### config.mk
export PLATFORM = sky130hd
export DESIGN_NAME = layer_z_order_manager_unit_flat
export DESIGN_NICKNAME = d
export VERILOG_FILES = /design/src/hw/rtl/lzom_pkg.sv /design/src/hw/rtl/lzom_if.sv /design/src/hw/rtl/lzom_ram.sv /design/src/hw/rtl/layer_z_order_manager_unit.sv /design/src/flat_wrapper.sv
export SDC_FILE = /design/constraint.sdc
export NUM_CORES = 1
export LEC_CHECK = 0
export BUFFER_PORTS_ARGS = -buffer_cell sky130_fd_sc_hd__buf_2
export CORE_MARGIN = 5
export CORE_UTILIZATION = 30
export CTS_CLUSTER_DIAMETER = 200
export CTS_CLUSTER_SIZE = 40
export DETAILED_ROUTE_END_ITERATION = 8
export GPL_ROUTABILITY_DRIVEN = 0
export SLEW_MARGIN = 10
export SYNTH_ARGS = -nofsm -noshare
export SYNTH_HDL_FRONTEND = slang
export SYNTH_SLANG_ARGS = --single-unit
### constraint.sdc
create_clock -name clk -period 4.35 [get_ports clk]
set_input_delay 0.6525 -clock clk [delete_from_list [all_inputs] [get_ports clk]]
set_output_delay 0.6525 -clock clk [all_outputs]
set_load 0.03 [all_outputs]
### src/hw/rtl/lzom_pkg.sv
// Shared widths, command codes and status codes for the layer z-order manager.
`timescale 1ns / 1ps

package lzom_pkg;

  localparam int MODE_W = 2;
  localparam int LIDX_W = 4;
  localparam int TGT_W  = 6;
  localparam int STAT_W = 2;
  localparam int DEP_W  = 5;

  typedef enum logic [MODE_W-1:0] {
    MODE_ALLOC = 2'd0,
    MODE_SET   = 2'd1,
    MODE_FREE  = 2'd2,
    MODE_NOP   = 2'd3
  } mode_t;

  typedef enum logic [STAT_W-1:0] {
    ST_OK      = 2'd0,
    ST_FULL    = 2'd1,
    ST_UNALLOC = 2'd2
  } status_t;

endpackage

### src/hw/rtl/lzom_if.sv
// Command and response channel interfaces for the layer z-order manager.
`timescale 1ns / 1ps

interface lzom_cmd_if
  import lzom_pkg::*;
  ();
  logic                     valid;
  logic                     ready;
  logic [MODE_W-1:0]        mode;
  logic [LIDX_W-1:0]        layer_index;
  logic signed [TGT_W-1:0]  target_depth;

  modport source (output valid, mode, layer_index, target_depth, input ready);
  modport sink   (input valid, mode, layer_index, target_depth, output ready);
endinterface

interface lzom_rsp_if
  import lzom_pkg::*;
  ();
  logic                     valid;
  logic                     ready;
  logic [STAT_W-1:0]        status;
  logic [LIDX_W-1:0]        layer_out;
  logic signed [DEP_W-1:0]  depth_out;
  logic signed [DEP_W-1:0]  top_out;

  modport source (output valid, status, layer_out, depth_out, top_out, input ready);
  modport sink   (input valid, status, layer_out, depth_out, top_out, output ready);
endinterface

### src/hw/rtl/lzom_ram.sv
// Generic simple dual-port RAM: one write port, one registered read port.
`timescale 1ns / 1ps

module lzom_ram #(
  parameter int WIDTH = 8,
  parameter int DEPTH = 16
) (
  input  logic                     clk,
  input  logic                     we,
  input  logic [$clog2(DEPTH)-1:0] waddr,
  input  logic [WIDTH-1:0]         wdata,
  input  logic [$clog2(DEPTH)-1:0] raddr,
  output logic [WIDTH-1:0]         rdata
);

  logic [WIDTH-1:0] mem [DEPTH];

  always_ff @(posedge clk) begin
    if (we) begin
      mem[waddr] <= wdata;
    end
    rdata <= mem[raddr];
  end

endmodule

### src/hw/rtl/layer_z_order_manager_unit.sv
// Top level of the layer z-order manager: command sequencer, layer tables, response register.
`timescale 1ns / 1ps

// Layer z-order manager.
// cmd channel: one item per command (allocate, set depth, free, no-op).
// rsp channel: exactly one item per command: status, layer, its depth, top depth.
// One command is in flight at a time; cmd.ready is high only while the
// sequencer is idle.
// Sequencing after a command is accepted:
//   no-op, errors, free of a hidden layer: respond straight after the depth read.
//   allocate   : a one-layer-a-cycle scan for the lowest free layer, ending
//                with a full status when the pool is full.
//   set / free : read depth, clamp, plan; when something moves, shift the
//                stack entries in between, then place the layer. The shift
//                loop runs through the stack RAM, one read and one write per
//                cycle.
// The response sits in an output register; the next command is taken while
// it waits, and its own result waits in the sequencer until the receiver
// drains the register, so a stalled receiver stalls at most one command.
// Reset (rst, synchronous): all layers free, top depth -1, nothing visible.
// The order stack and depth RAM need no clearing: free layers read depth -1
// through their in-use flags, and only written stack slots are ever read.
module layer_z_order_manager_unit
  import lzom_pkg::*;
#(
  parameter int LAYERS = 16
) (
  input  logic       clk,
  input  logic       rst,
  lzom_cmd_if.sink   cmd,
  lzom_rsp_if.source rsp
);

  localparam int LW  = $clog2(LAYERS);              // layer index / stack address
  localparam int DW  = LW + 2;                      // signed depth, -1..LAYERS
  localparam int IXW = ((LW > LIDX_W) ? LW : LIDX_W) + 1;
  localparam int CW  = ((DW > TGT_W) ? DW : TGT_W) + 1;
  localparam int XW  = (DW > DEP_W) ? DW : DEP_W;
  localparam logic signed [DW-1:0] NEG1 = DW'(-1);

  typedef enum logic [7:0] {
    S_IDLE  = 8'b0000_0001,
    S_SCAN  = 8'b0000_0010,
    S_RDDEP = 8'b0000_0100,
    S_CLAMP = 8'b0000_1000,
    S_PLAN  = 8'b0001_0000,
    S_SHIFT = 8'b0010_0000,
    S_PLACE = 8'b0100_0000,
    S_DONE  = 8'b1000_0000
  } state_t;

  state_t state;

  // layer tables
  logic [LAYERS-1:0]       in_use;
  logic signed [DW-1:0]    top;

  // latched command
  mode_t                   cmd_mode;
  logic [LIDX_W-1:0]       cmd_layer;
  logic signed [TGT_W-1:0] cmd_tgt;
  logic [LW-1:0]           lyr;
  logic                    lyr_ok;

  // move plan
  logic signed [DW-1:0]    old_d;
  logic signed [DW-1:0]    nz;
  logic                    ins;        // hidden layer becomes visible
  logic                    hide;       // visible layer becomes hidden
  logic                    desc;       // stack entries move one slot up
  logic signed [DW-1:0]    src;
  logic [LW:0]             cnt;
  logic                    rd_pend;
  logic signed [DW-1:0]    rd_src;
  logic [LW-1:0]           scan_i;

  // pending result
  status_t                 res_status;
  logic [LIDX_W-1:0]       res_layer;
  logic signed [DW-1:0]    res_depth;

  // response register
  logic                    out_v;
  logic [STAT_W-1:0]       out_status;
  logic [LIDX_W-1:0]       out_layer;
  logic signed [DEP_W-1:0] out_depth;
  logic signed [DEP_W-1:0] out_top;

  // RAM ports
  logic                    stk_we;
  logic [LW-1:0]           stk_waddr;
  logic [LW-1:0]           stk_wdata;
  logic [LW-1:0]           stk_raddr;
  logic [LW-1:0]           stk_q;
  logic                    dep_we;
  logic [LW-1:0]           dep_waddr;
  logic [DW-1:0]           dep_wdata;
  logic [LW-1:0]           dep_raddr;
  logic [DW-1:0]           dep_q;

  // combinational helpers
  logic [IXW-1:0]          lay_in_x;
  logic                    lay_in_ok;
  logic [IXW-1:0]          scan_x;
  logic                    old_vis;
  logic signed [CW-1:0]    tgt_x;
  logic signed [CW-1:0]    top_x;
  logic signed [CW-1:0]    hi_x;
  logic signed [CW-1:0]    nz_x;
  logic signed [DW-1:0]    old_rd;
  logic signed [DW-1:0]    wr_dst;
  logic signed [DW-1:0]    cnt_s;
  logic signed [DW-1:0]    src_s;
  logic signed [XW-1:0]    res_depth_x;
  logic signed [XW-1:0]    top_xo;
  logic                    out_free;

  lzom_ram #(.WIDTH(LW), .DEPTH(LAYERS)) u_stack (
    .clk   (clk),
    .we    (stk_we),
    .waddr (stk_waddr),
    .wdata (stk_wdata),
    .raddr (stk_raddr),
    .rdata (stk_q)
  );

  lzom_ram #(.WIDTH(DW), .DEPTH(LAYERS)) u_depth (
    .clk   (clk),
    .we    (dep_we),
    .waddr (dep_waddr),
    .wdata (dep_wdata),
    .raddr (dep_raddr),
    .rdata (dep_q)
  );

  assign lay_in_x  = IXW'(cmd.layer_index);
  assign lay_in_ok = lay_in_x < IXW'(LAYERS);
  assign scan_x    = IXW'(scan_i);

  // free layers read as hidden
  assign old_rd  = in_use[lyr] ? $signed(dep_q) : NEG1;
  assign old_vis = !old_d[DW-1];

  // clamp to -1..top (visible) or -1..top+1 (hidden)
  assign tgt_x = CW'(cmd_tgt);
  assign top_x = CW'(top);
  assign hi_x  = old_vis ? top_x : top_x + CW'(1);
  always_comb begin
    nz_x = (tgt_x > hi_x) ? hi_x : tgt_x;
    if (nz_x < CW'(-1)) begin
      nz_x = CW'(-1);
    end
  end

  // shift plan: desc moves src -> src+1 walking down, else src -> src-1 walking up
  always_comb begin
    if (old_d[DW-1]) begin
      src_s = top;
      cnt_s = top - nz + DW'(1);
    end else if (old_d > nz && !nz[DW-1]) begin
      src_s = old_d - DW'(1);
      cnt_s = old_d - nz;
    end else if (nz[DW-1]) begin
      src_s = old_d + DW'(1);
      cnt_s = top - old_d;
    end else begin
      src_s = old_d + DW'(1);
      cnt_s = nz - old_d;
    end
  end

  assign wr_dst   = desc ? rd_src + DW'(1) : rd_src - DW'(1);
  assign out_free = !out_v || rsp.ready;

  // RAM port steering
  always_comb begin
    stk_we    = 1'b0;
    stk_waddr = src[LW-1:0];
    stk_wdata = stk_q;
    stk_raddr = src[LW-1:0];
    dep_we    = 1'b0;
    dep_waddr = lyr;
    dep_wdata = NEG1;
    dep_raddr = lay_in_x[LW-1:0];
    case (state)
      S_SCAN: begin
        dep_waddr = scan_i;
        dep_we    = !in_use[scan_i];      // new layer starts hidden
      end
      S_SHIFT: begin
        if (rd_pend) begin
          stk_we    = 1'b1;
          stk_waddr = wr_dst[LW-1:0];
          dep_we    = 1'b1;
          dep_waddr = stk_q;
          dep_wdata = wr_dst;
        end
      end
      S_PLACE: begin
        dep_we = 1'b1;
        if (!hide) begin
          stk_we    = 1'b1;
          stk_waddr = nz[LW-1:0];
          stk_wdata = lyr;
          dep_wdata = nz;
        end
      end
      default: begin
      end
    endcase
  end

  // sequencer
  always_ff @(posedge clk) begin
    if (rst) begin
      state   <= S_IDLE;
      in_use  <= '0;
      top     <= NEG1;
      rd_pend <= 1'b0;
      cnt     <= '0;
    end else begin
      case (state)
        S_IDLE: begin
          if (cmd.valid) begin
            cmd_mode  <= mode_t'(cmd.mode);
            cmd_layer <= cmd.layer_index;
            cmd_tgt   <= cmd.target_depth;
            lyr       <= lay_in_x[LW-1:0];
            lyr_ok    <= lay_in_ok;
            scan_i    <= '0;
            state     <= (mode_t'(cmd.mode) == MODE_ALLOC) ? S_SCAN : S_RDDEP;
          end
        end
        S_SCAN: begin
          res_depth <= NEG1;
          if (!in_use[scan_i]) begin
            in_use[scan_i] <= 1'b1;
            res_status     <= ST_OK;
            res_layer      <= scan_x[LIDX_W-1:0];
            state          <= S_DONE;
          end else if (scan_i == LW'(LAYERS - 1)) begin
            res_status <= ST_FULL;
            res_layer  <= '0;
            state      <= S_DONE;
          end else begin
            scan_i <= scan_i + LW'(1);
          end
        end
        S_RDDEP: begin
          old_d      <= old_rd;
          res_layer  <= cmd_layer;
          res_status <= ST_OK;
          res_depth  <= NEG1;
          if (cmd_mode == MODE_NOP) begin
            if (lyr_ok) begin
              res_depth <= old_rd;
            end
            state <= S_DONE;
          end else if (!lyr_ok || !in_use[lyr]) begin
            res_status <= ST_UNALLOC;
            state      <= S_DONE;
          end else if (cmd_mode == MODE_FREE && old_rd[DW-1]) begin
            in_use[lyr] <= 1'b0;
            state       <= S_DONE;
          end else begin
            state <= S_CLAMP;
          end
        end
        S_CLAMP: begin
          nz    <= (cmd_mode == MODE_FREE) ? NEG1 : nz_x[DW-1:0];
          state <= S_PLAN;
        end
        S_PLAN: begin
          ins       <= old_d[DW-1];
          hide      <= old_vis && nz[DW-1];
          desc      <= old_d[DW-1] || (old_d > nz && !nz[DW-1]);
          src       <= src_s;
          cnt       <= '0;
          rd_pend   <= 1'b0;
          res_depth <= old_d;
          if (nz == old_d || (old_d[DW-1] && top >= DW'(LAYERS - 1))) begin
            state <= S_DONE;
          end else if (cnt_s == '0) begin
            state <= S_PLACE;
          end else begin
            cnt   <= cnt_s[LW:0];
            state <= S_SHIFT;
          end
        end
        S_SHIFT: begin
          rd_src <= src;
          if (cnt != '0) begin
            src     <= desc ? src - DW'(1) : src + DW'(1);
            cnt     <= cnt - (LW + 1)'(1);
            rd_pend <= 1'b1;
          end else begin
            rd_pend <= 1'b0;
            if (!rd_pend) begin
              state <= S_PLACE;
            end
          end
        end
        S_PLACE: begin
          if (hide) begin
            top       <= top - DW'(1);
            res_depth <= NEG1;
          end else begin
            res_depth <= nz;
            if (ins) begin
              top <= top + DW'(1);
            end
          end
          if (cmd_mode == MODE_FREE) begin
            in_use[lyr] <= 1'b0;
            res_depth   <= NEG1;
          end
          state <= S_DONE;
        end
        S_DONE: begin
          if (out_free) begin
            state <= S_IDLE;
          end
        end
        default: begin
          state <= S_IDLE;
        end
      endcase
    end
  end

  // response register
  assign res_depth_x = XW'(res_depth);
  assign top_xo      = XW'(top);

  always_ff @(posedge clk) begin
    if (rst) begin
      out_v <= 1'b0;
    end else if (state == S_DONE && out_free) begin
      out_v <= 1'b1;
    end else if (rsp.ready) begin
      out_v <= 1'b0;
    end
  end

  always_ff @(posedge clk) begin
    if (state == S_DONE && out_free) begin
      out_status <= res_status;
      out_layer  <= res_layer;
      out_depth  <= res_depth_x[DEP_W-1:0];
      out_top    <= top_xo[DEP_W-1:0];
    end
  end

  assign cmd.ready     = (state == S_IDLE);
  assign rsp.valid     = out_v;
  assign rsp.status    = out_status;
  assign rsp.layer_out = out_layer;
  assign rsp.depth_out = out_depth;
  assign rsp.top_out   = out_top;

`ifndef ASSERT_OFF
  // a response appears only when the sequencer hands one over
  a_rsp_from_done: assert property (@(posedge clk) disable iff (rst)
    $rose(out_v) |-> $past(state == S_DONE))
    else $error("response loaded outside done state");

  // no stack move is left over when a new command is taken
  a_idle_clean: assert property (@(posedge clk) disable iff (rst)
    cmd.ready |-> (!rd_pend && cnt == '0))
    else $error("command accepted with shift in progress");

  // shift reads stay inside the stack
  a_shift_range: assert property (@(posedge clk) disable iff (rst)
    (state == S_SHIFT && cnt != '0) |-> (!src[DW-1] && src < DW'(LAYERS)))
    else $error("stack read out of range");

  // inserting a hidden layer grows the visible stack by one
  a_insert_top: assert property (@(posedge clk) disable iff (rst)
    (state == S_PLACE && ins && !hide) |=> (top == $past(top) + DW'(1)))
    else $error("top depth not advanced on insert");
`endif

endmodule

### src/flat_wrapper.sv
// flat-port wrapper written by rule: the top's interface ports become plain ports
module layer_z_order_manager_unit_flat import lzom_pkg::*;
#(
  parameter int LAYERS = 16
)
  (clk, rst, cmd_valid, cmd_mode, cmd_layer_index, cmd_target_depth, cmd_ready, rsp_valid, rsp_status, rsp_layer_out, rsp_depth_out, rsp_top_out, rsp_ready);
  lzom_cmd_if cmd_i ();
  lzom_rsp_if rsp_i ();
  input  logic clk;
  input  logic rst;
  input wire logic [$bits(cmd_i.valid)-1:0] cmd_valid;
  input wire logic [$bits(cmd_i.mode)-1:0] cmd_mode;
  input wire logic [$bits(cmd_i.layer_index)-1:0] cmd_layer_index;
  input wire logic [$bits(cmd_i.target_depth)-1:0] cmd_target_depth;
  output wire logic [$bits(cmd_i.ready)-1:0] cmd_ready;
  output wire logic [$bits(rsp_i.valid)-1:0] rsp_valid;
  output wire logic [$bits(rsp_i.status)-1:0] rsp_status;
  output wire logic [$bits(rsp_i.layer_out)-1:0] rsp_layer_out;
  output wire logic [$bits(rsp_i.depth_out)-1:0] rsp_depth_out;
  output wire logic [$bits(rsp_i.top_out)-1:0] rsp_top_out;
  input wire logic [$bits(rsp_i.ready)-1:0] rsp_ready;
  assign cmd_i.valid = cmd_valid;
  assign cmd_i.mode = cmd_mode;
  assign cmd_i.layer_index = cmd_layer_index;
  assign cmd_i.target_depth = cmd_target_depth;
  assign cmd_ready = cmd_i.ready;
  assign rsp_valid = rsp_i.valid;
  assign rsp_status = rsp_i.status;
  assign rsp_layer_out = rsp_i.layer_out;
  assign rsp_depth_out = rsp_i.depth_out;
  assign rsp_top_out = rsp_i.top_out;
  assign rsp_i.ready = rsp_ready;
  layer_z_order_manager_unit #(.LAYERS(LAYERS)) u_core (.clk(clk), .rst(rst), .cmd(cmd_i), .rsp(rsp_i));
endmodule
==> flow_summary_export.csv <==
group,metric,value,unit
status,status,"completed",
synthesis,syn_area,13600,um^2
global_route,first_global_vias,8266,
clocking,cts_htree_levels,1,
synthesis,synth_ff_type,"edfxtp_1",
sta,skew,16.6,ps
synthesis,async_flop_share,0,
synthesis,ys_seq_area_frac,0.576,
global_route,grt_max_degree,47,
sta,worst_pin_slew,990,ps
job,cap_violations,0,
detailed_routing,ant_nets,0,
setup_path,worstPathArrival,4070,ps
clocking,post-cts-setup-buffers,0,
detailed_routing,wl,30600,um
clocking,clock_path_buffers,3,
sta,hold_viol,0,
sta,max-slew-margin-rel,0.340,
synthesis,synthTopCellsByArea,"edfxtp_1 (51%), mux4_2 (9.7%), dfxtp_1 (6.9%)",
setup_path,reg2reg_from,"u_core.old_d[0]$_DFFE_PP_",
global_route,antenna_found_initial,0,
die,die_h,223,um
setup_path,crit_fanout,7,
detailed_routing,viasPerCell,4.99,
synthesis,synth_top_cell_area_share,0.507,
clocking,tritoncts,"built",
finish,diodes,0,
sta,setup_ws,553,ps
setup_path,cp-start-kind,"flip-flop",
clocking,clk_pin_slew,150,ps
synthesis,syn_inst,1029,
die,rows,78,
finish,nets,1124,
setup_path,cp.required,4620,ps
clocking,cts_made_buffers,10,
die,dieArea,49800,um^2
clocking,cts-root-buf,"clkbuf_16",
global_route,grt_usage,0.121,
sta,max_freq,263,MHz
finish,drive_gt1_frac,0.135,
setup_path,end_kind,"flip-flop",
synthesis,synth_edf_count,230,
setup_path,worstSetupStartpoint,"u_core.old_d[0]$_DFFE_PP_",
placement,dp_worst_setup_slack,616,ps
die,start_util,0.302,
synthesis,ys_types,76,
synthesis,yosysTopAreaCell,"edfxtp_1",
finish,final_cell_area,14800,um^2
detailed_routing,vias,8219,
die,io-pin-count,34,
sta,rsz0062_at_grt,"no",
sta,tns,0,ps
power,p_leak,5.23,nW
power,ir_worst_vdd,212,uV
synthesis,postSynthAreaPerCell,13.2,um^2
global_route,grt_pass1_wl,48400,um
detailed_routing,drc_errors,0,
clocking,clk_latency,500,ps
placement,dp_hpwl,22400,um
global_route,grt_overflow_total,0,
finish,syn_to_final_growth,8.35,%
detailed_routing,drtIter0Drc,517,
placement,port_buffers,33,
clocking,cts_sinks,277,
synthesis,synth_fp_nets,1110,
die,chipWidth,223,um
detailed_routing,drtPass1Iterations,5,
power,pwr_density_cell,291,nW/um^2
sta,finalSetupViolCount,0,
setup_path,criticalPathCategory,"reg -> reg",
clocking,cts_resized,0,
die,core,45200,um^2
placement,place_area,14500,um^2
min_path,hp-class,"in -> reg",
clocking,cts_hold_buf,0,
sta,whs,325,ps
synthesis,synth-seq-cells,277,
sta,drv_slew,0,
sta,layout_min_cycle_time,3800,ps
detailed_routing,avgRoutedWirePerCell,18.6,um
synthesis,ys_warn_count,0,
sta,final.period_utilization,0.873,
min_path,min_from,"cmd_target_depth[2]",
-- cells by family (layout without fill, tap and decap cells) --
group / Yosys count / in the layout / share of synthesized area
multiplexers: 75 / 75 / 0.110
adder cells (fa/ha/maj): 65 / 65 / 0.0641
flip-flops: 277 / 277 / 0.576
AND/OR/NAND/NOR: 271 / 271 / 0.101
buffers and inverters: 104 / 122 / 0.0293
XOR/XNOR: 40 / 40 / 0.0257
AO/OA/AOI/OAI: 197 / 197 / 0.0949
-- flip-flops by register name (all words and copies together), names as in the netlist, 6 cells and up --
name,count
u_core.cmd_tgt,6
u_core.rd_src,6
u_core.old_d,6
u_core.u_depth.rdata,6
u_core.top,6
u_core.u_depth.mem,96
u_core.u_stack.mem,64
u_core.nz,6
u_core.src,6
u_core.in_use,16
u_core.state,8
-- power breakdown --
part	switching, mW	internal, mW
combinational	0.117	0.0713
sequential	0.0313	2.86
clock	0.755	0.475
-- metrics by stage --
stage | power [mW] | cells | util
final | 4.31 | 1647 | 0.327
after global routing | 4.46 | 1647 | 0.327
after CTS | 4.35 | 1647 | 0.327
after detailed placement | 3.14 | 1631 | 0.320
after global placement | 3.13 | 1631 | 0.320
after floorplan | 3.08 | 1029 | -
-- critical path, stage by stage (launching register included) --
cell	delay [ps]
edfxtp_1	550
inv_1	110
ha_1	170
inv_1	60
fa_1	410
a211oi_1	450
o21ai_0	210
nand3_1	120
inv_1	110
ha_1	290
a21o_1	170
a21oi_1	210
o21bai_1	90
a21oi_1	170
xor2_1	160
nor2_1	50
a211oi_1	190
a21oi_1	60
-- per-layer routing --
| metal | global-route usage | vias to the layer above | share of wire |
|---|---|---|---|
| met3 | 0.0150 | 25 | 0.041 |
| met5 | 0 | - | 0 |
| li1 | - | 3904 | - |
| met4 | 0.0225 | 0 | 0.014 |
| met1 | 0.170 | 4130 | 0.46 |
| met2 | 0.206 | 160 | 0.49 |
-- cell usage in the layout, fill, tap and decap left out, types with 7 or more instances in the layout --
master     count
edfxtp_1     230
nor3_1        15
mux2i_1       10
clkbuf_16     11
inv_1         56
a21o_1        10
nand2b_1      15
xor2_1        17
a211oi_1       7
nor2b_1       12
nand3_1       16
a31oi_1        9
buf_4         14
a21oi_1       63
fa_1           8
o21ai_0       38
and2_1        11
ha_1          57
xnor2_1       23
buf_2         33
mux4_2        59
and3_1         7
nand2_1       68
nor2_1        86
dfxtp_1       47
-- cells in the mapped netlist, drive strengths merged, types with 6 or more instances --
library cell / instances
a211oi: 7
a21o: 10
a21oi: 63
a221o: 6
a221oi: 6
a31oi: 9
and2: 11
and3: 7
buf: 15
clkbuf: 30
dfxtp: 47
edfxtp: 230
fa: 8
ha: 57
inv: 56
mux2: 6
mux2i: 10
mux4: 59
nand2: 69
nand2b: 15
nand3: 16
nand4b: 7
nor2: 88
nor2b: 12
nor3: 15
nor3b: 8
o211ai: 6
o21a: 6
o21ai: 39
xnor2: 23
xor2: 17
-- layout make-up --
class	instances	area, um^2
Clock buffer	15	290
Clock inverter	1	5.00
Fill cell	4456	30400
Inverter	59	221
Multi-Input combinational cell	648	5390
Sequential cell	277	7850
Tap cell	600	751
Timing Repair Buffer	47	270
-- path summary, 6_finish.rpt --
| kind | depth (start not counted) | to | slack (ps) |
|---|---|---|---|
| max | 17 | u_core.src[5]$_DFFE_PP_ | 550 |
| min | 1 | u_core.cmd_tgt[2]$_DFFE_PP_ | 330 |
| max reg2reg | 17 | u_core.src[5]$_DFFE_PP_ | 550 |
| min reg2reg | 0 | u_core.rsp.layer_out[1]$_DFFE_PP_ | 440 |
Note: power is estimated with default switching activity, not from simulation.
